### config.mk
export PLATFORM = sky130hd
export DESIGN_NAME = tfdi_ram
export DESIGN_NICKNAME = d
export VERILOG_FILES = /design/src/hw/rtl/tfdi_ram.sv
export SDC_FILE = /design/constraint.sdc
export NUM_CORES = 1
export LEC_CHECK = 0
export BUFFER_PORTS_ARGS = -buffer_cell sky130_fd_sc_hd__buf_4
export CORE_AREA = 2 2 106 108
export CTS_CLUSTER_SIZE = 28
export DETAILED_ROUTE_END_ITERATION = 12
export DIE_AREA = 0 0 108 110
export GPL_ROUTABILITY_DRIVEN = 0
export PLACE_DENSITY = 0.75
export SLEW_MARGIN = 15
export SYNTH_ARGS = -nofsm -noshare
export SYNTH_HDL_FRONTEND = slang
export SYNTH_SLANG_ARGS = --single-unit
### constraint.sdc
create_clock -name clk -period 3.5 [get_ports clk]
set_input_delay 0.35 -clock clk [delete_from_list [all_inputs] [get_ports clk]]
set_output_delay 0.35 -clock clk [all_outputs]
set_load 0.05 [all_outputs]
### src/hw/rtl/tfdi_ram.sv
// Generic single-port-write, single-port-read RAM with registered read data.
// No dependencies.
module tfdi_ram #(
    parameter int WIDTH = 8,
    parameter int DEPTH = 16
) (
    input  logic                     clk,
    input  logic                     we,
    input  logic [$clog2(DEPTH)-1:0] waddr,
    input  logic [WIDTH-1:0]         wdata,
    input  logic                     re,
    input  logic [$clog2(DEPTH)-1:0] raddr,
    output logic [WIDTH-1:0]         rdata
);

    logic [WIDTH-1:0] mem [DEPTH];
    logic [WIDTH-1:0] rdata_reg;

    always_ff @(posedge clk)
    begin
        if (we)
        begin
            mem[waddr] <= wdata;
        end
        if (re)
        begin
            rdata_reg <= mem[raddr];
        end
    end

    assign rdata = rdata_reg;

endmodule

Word-level counts from Yosys, hierarchy flattened

Memories as Yosys holds them, arrays and structs flattened. A register that Yosys moved wholly into a read port is not among the register bits.
Cells that the tools add are included.

Bits in registers: 0
RAM bits: 128
Input port bits: 19
Output and inout bits: 8
Memories: 1

Memory list:

| name | words | bits a word | rd ports | clocked after Yosys merged registers in | wr ports | line | RTL |
|---|---|---|---|---|---|---|---|
| mem  | 16    | 8           | 1        | 1                                       | 1        | 16   | `logic [WIDTH-1:0] mem [DEPTH];` |

Mux-type cells: 2

Operator list:

| operator          | number |
|---|---|
| 1-bit two-way mux | 2 |

Longest topological paths before layout

Depth after elaboration: 2
Depth in mapped cells: 5
Mapped depth without buffers: 3

Least setup slack after synthesis

Ideal clock, no wire load.

Kind: input to register
Start point: in waddr[2]
End point: mem mem[0][0] (enable)
Library setup time: 383 ps
Arrival: 1,460 ps
Data required time: 3,117 ps
Setup slack: 1,657 ps
Cell stages on the path: 2
Path through: or3b_2 -> nor3_1

RTL lines:

| item        | line | RTL |
|---|---|---|
| from (decl) | 9    | `input logic [$clog2(DEPTH)-1:0] waddr,` |
| to (decl)   | 16   |  |

No word-level cell before the write port.

==> impl_results.md <==
- Critical path type: in2reg
- Crit-path slowest cell: mux4_1
- Reg-to-Reg End: rdata[3]
- Clock Sinks: 136
- I/O pin count: 27
- Clock Skew: 6.61 ps
- Row count: 38
- Critical Path Max Stage Delay: 690 ps
- Rel. slew slack: 28.1%
- Die area: 11,900 sq um
- CTS Root Cell: clkbuf_8
- # fillers: 772
- Post-synth EDFFs: 136
- Top post-synthesis cells by area: edfxtp_1, mux4_2, mux4_1
- Status: completed
- GRT Util Overall: 18.9%
- Setup TNS: 0 ps
- Largest net degree at the start of global routing: 33
- Tcrit/Tclk final: 46.5%
- Initial drt markers: 228
- Cts hold-fix bufs: 0
- R2R cell count: 3
- Vias per Instance: 5.85
- Buffer levels on the longest clock path: 2
- Global-route wire length before repair: 15,200 microns
- Worst Hold Class: in2reg
- Layout cell share with drive strength beyond 1: 27.3%
- Final hold vios: 0
- Number of global-route vias before repair: 2,488
- Post-place setup slack: 1300 ps
- P&R area growth vs syn: 16.4%
- CTS tree: done
- Drt pass-1 iters: 4
- Initial core utilization: 48.9%
- Area leader, netlist: edfxtp_1
- H-tree depth: 4
- Final setup vio count: 0
- Post-Syn Area per Cell: 22.8 sq um
- Pleak: 0.00200 uW
- Via count: 2,444
- Worst-margin pin slew: 1070 ps
- Endpoint class of the critical path: register
- RSZ-0062 raised after global routing: false
- Routed WL per cell: 24.2 microns
- Reg clk slew, reported paths: 60 ps
- Commonest cells in the synthesized netlist: edfxtp_1, mux4_2, a22oi_1
- Routed Antenna Nets: 0
- Crit. Startpoint: raddr[0]
- Diodes inserted: 0
- Critical Path End: rdata[3]
- PwrDens: 604 nW/um^2
- CTS Buf Count: 17
- Synthesized area: 5230 sq um
- Antenna violations before repair: 0
- Syn Nets: 248
- Peak supply drop: 265 uV
- Layout net count: 286
- Max_cap viols: 0
- Chip height: 110 microns
- CP Cell Sequence: buf_4 -> mux4_1 -> a22oi_1 -> nand2_1
- Number of library cell types mapped by synthesis: 18
- Final WS setup: 1870 ps
- Worst EP required: 3760 ps
- Synthesis Warnings: 0
- Max-slew violations: 0
- Drt total wl: 10,100 microns
- Post-CTS Setup Repair Bufs: 0
- IO Port Bufs: 26
- Max frequency: 614 MHz
- Worst Path Arrival: 1890 ps
- Max FFs per register: 128
- Flop2flop setup slack: 1980 ps
- Top_reg_cell synth: edfxtp_1
- Cells after Synth: 229
- Worst reg2reg path startpoint: mem[6][3]
- CP max FO: 32
- Post_cts resized: 0
- Seq/Total Area, Yosys: 78.1%
- Chip width: 108 microns
- Most numerous cell in the Yosys netlist: edfxtp_1
- GRT overflow: 0
- Clock Latency Late Sink: 510 ps
- Remaining routing DRC violations: 0
- Critical Path Source Type: input pin
- Yosys top cell area share: 78.1%
- Core area: 10,700 sq um
- Final period demand of the worst path: 1630 ps
- Ys async rst share: 0%
- Yosys reg bits: 136
- DP HPWL: 6080 microns
[worst min-delay path by stage]
| stage | startpoint | endpoint | slack (ps) | cells after the start |
|---|---|---|---|---|
| finish | wdata[2] | mem[6][2] | 140 | 1 |
| floorplan | wdata[0] | mem[0][0] | 450 | 0 |
| global placement | wdata[7] | mem[12][7] | 650 | 1 |
| global route | re | rdata[0] | 130 | 1 |
| CTS | wdata[2] | mem[0][2] | 120 | 1 |
| detailed placement | wdata[2] | mem[4][2] | 670 | 1 |
[cells in the final DEF, fill, tap and decap left out, types with 2 or more instances in the layout]
cell          n
clkbuf_16    16
nor2_1       13
nand3b_1      2
nand2b_1      2
mux4_2       18
a22oi_1      16
mux4_1       14
clkinvlp_4    4
edfxtp_1    136
buf_4        29
clkinv_4      2
nor3_1        3
clkinv_1      3
nand2_1       9
bufinv_16     2
[metal layers]
layer	vias up	global-route usage [%]	wire, microns
li1	1055	-	-
met1	1261	26.0	4250
met2	113	29.2	5020
met3	15	5.35	718
met4	0	7.23	150
met5	-	0	0
[area by class of cell]
cell class | count | area [sq um] | share of cell area [%]
Clock inverter | 13 | 133 | 2.18
Clock buffer | 17 | 414 | 6.81
Tap cell | 140 | 175 | 2.88
Sequential cell | 136 | 4080 | 67.1
Timing Repair Buffer | 29 | 218 | 3.58
Multi-Input combinational cell | 83 | 1060 | 17.5
[worst max-delay path, delay by kind of cell]
kind,cells,cell delay [ps]
buffers and inverters,1,470
and+or+nand+nor,1,100
muxes,1,690
AOI/OAI and AO/OA,1,260
[cell families (layout without fill, tap and decap cells)]
group,count (synthesis),after routing,synth area share [%]
flops,136,136,78.1
compound gates,16,16,2.30
simple gates,35,35,3.14
mux,32,32,14.8
buf+inv,10,59,1.65
[power breakdown]
group,internal [uW],switching [uW]
clock,998,637
combinational,74.3,122
sequential,1840,10.4
[through the flow]
| step | instances | hold WS (ps) | cell area [sq um] | total power [uW] | utilization (%) |
|---|---|---|---|---|---|
| after floorplan | 229 | 449 | 5230 | 2000 | - |
| after global placement | 388 | 653 | 5540 | 2070 | 51.8 |
| after detailed placement | 388 | 668 | 5540 | 2080 | 51.8 |
| after CTS | 418 | 119 | 6090 | 3700 | 56.9 |
| after global routing | 418 | 134 | 6090 | 3780 | 56.9 |
| final | 418 | 145 | 6090 | 3680 | 56.9 |
No activity file was read; power rests on OpenSTA's default activity.
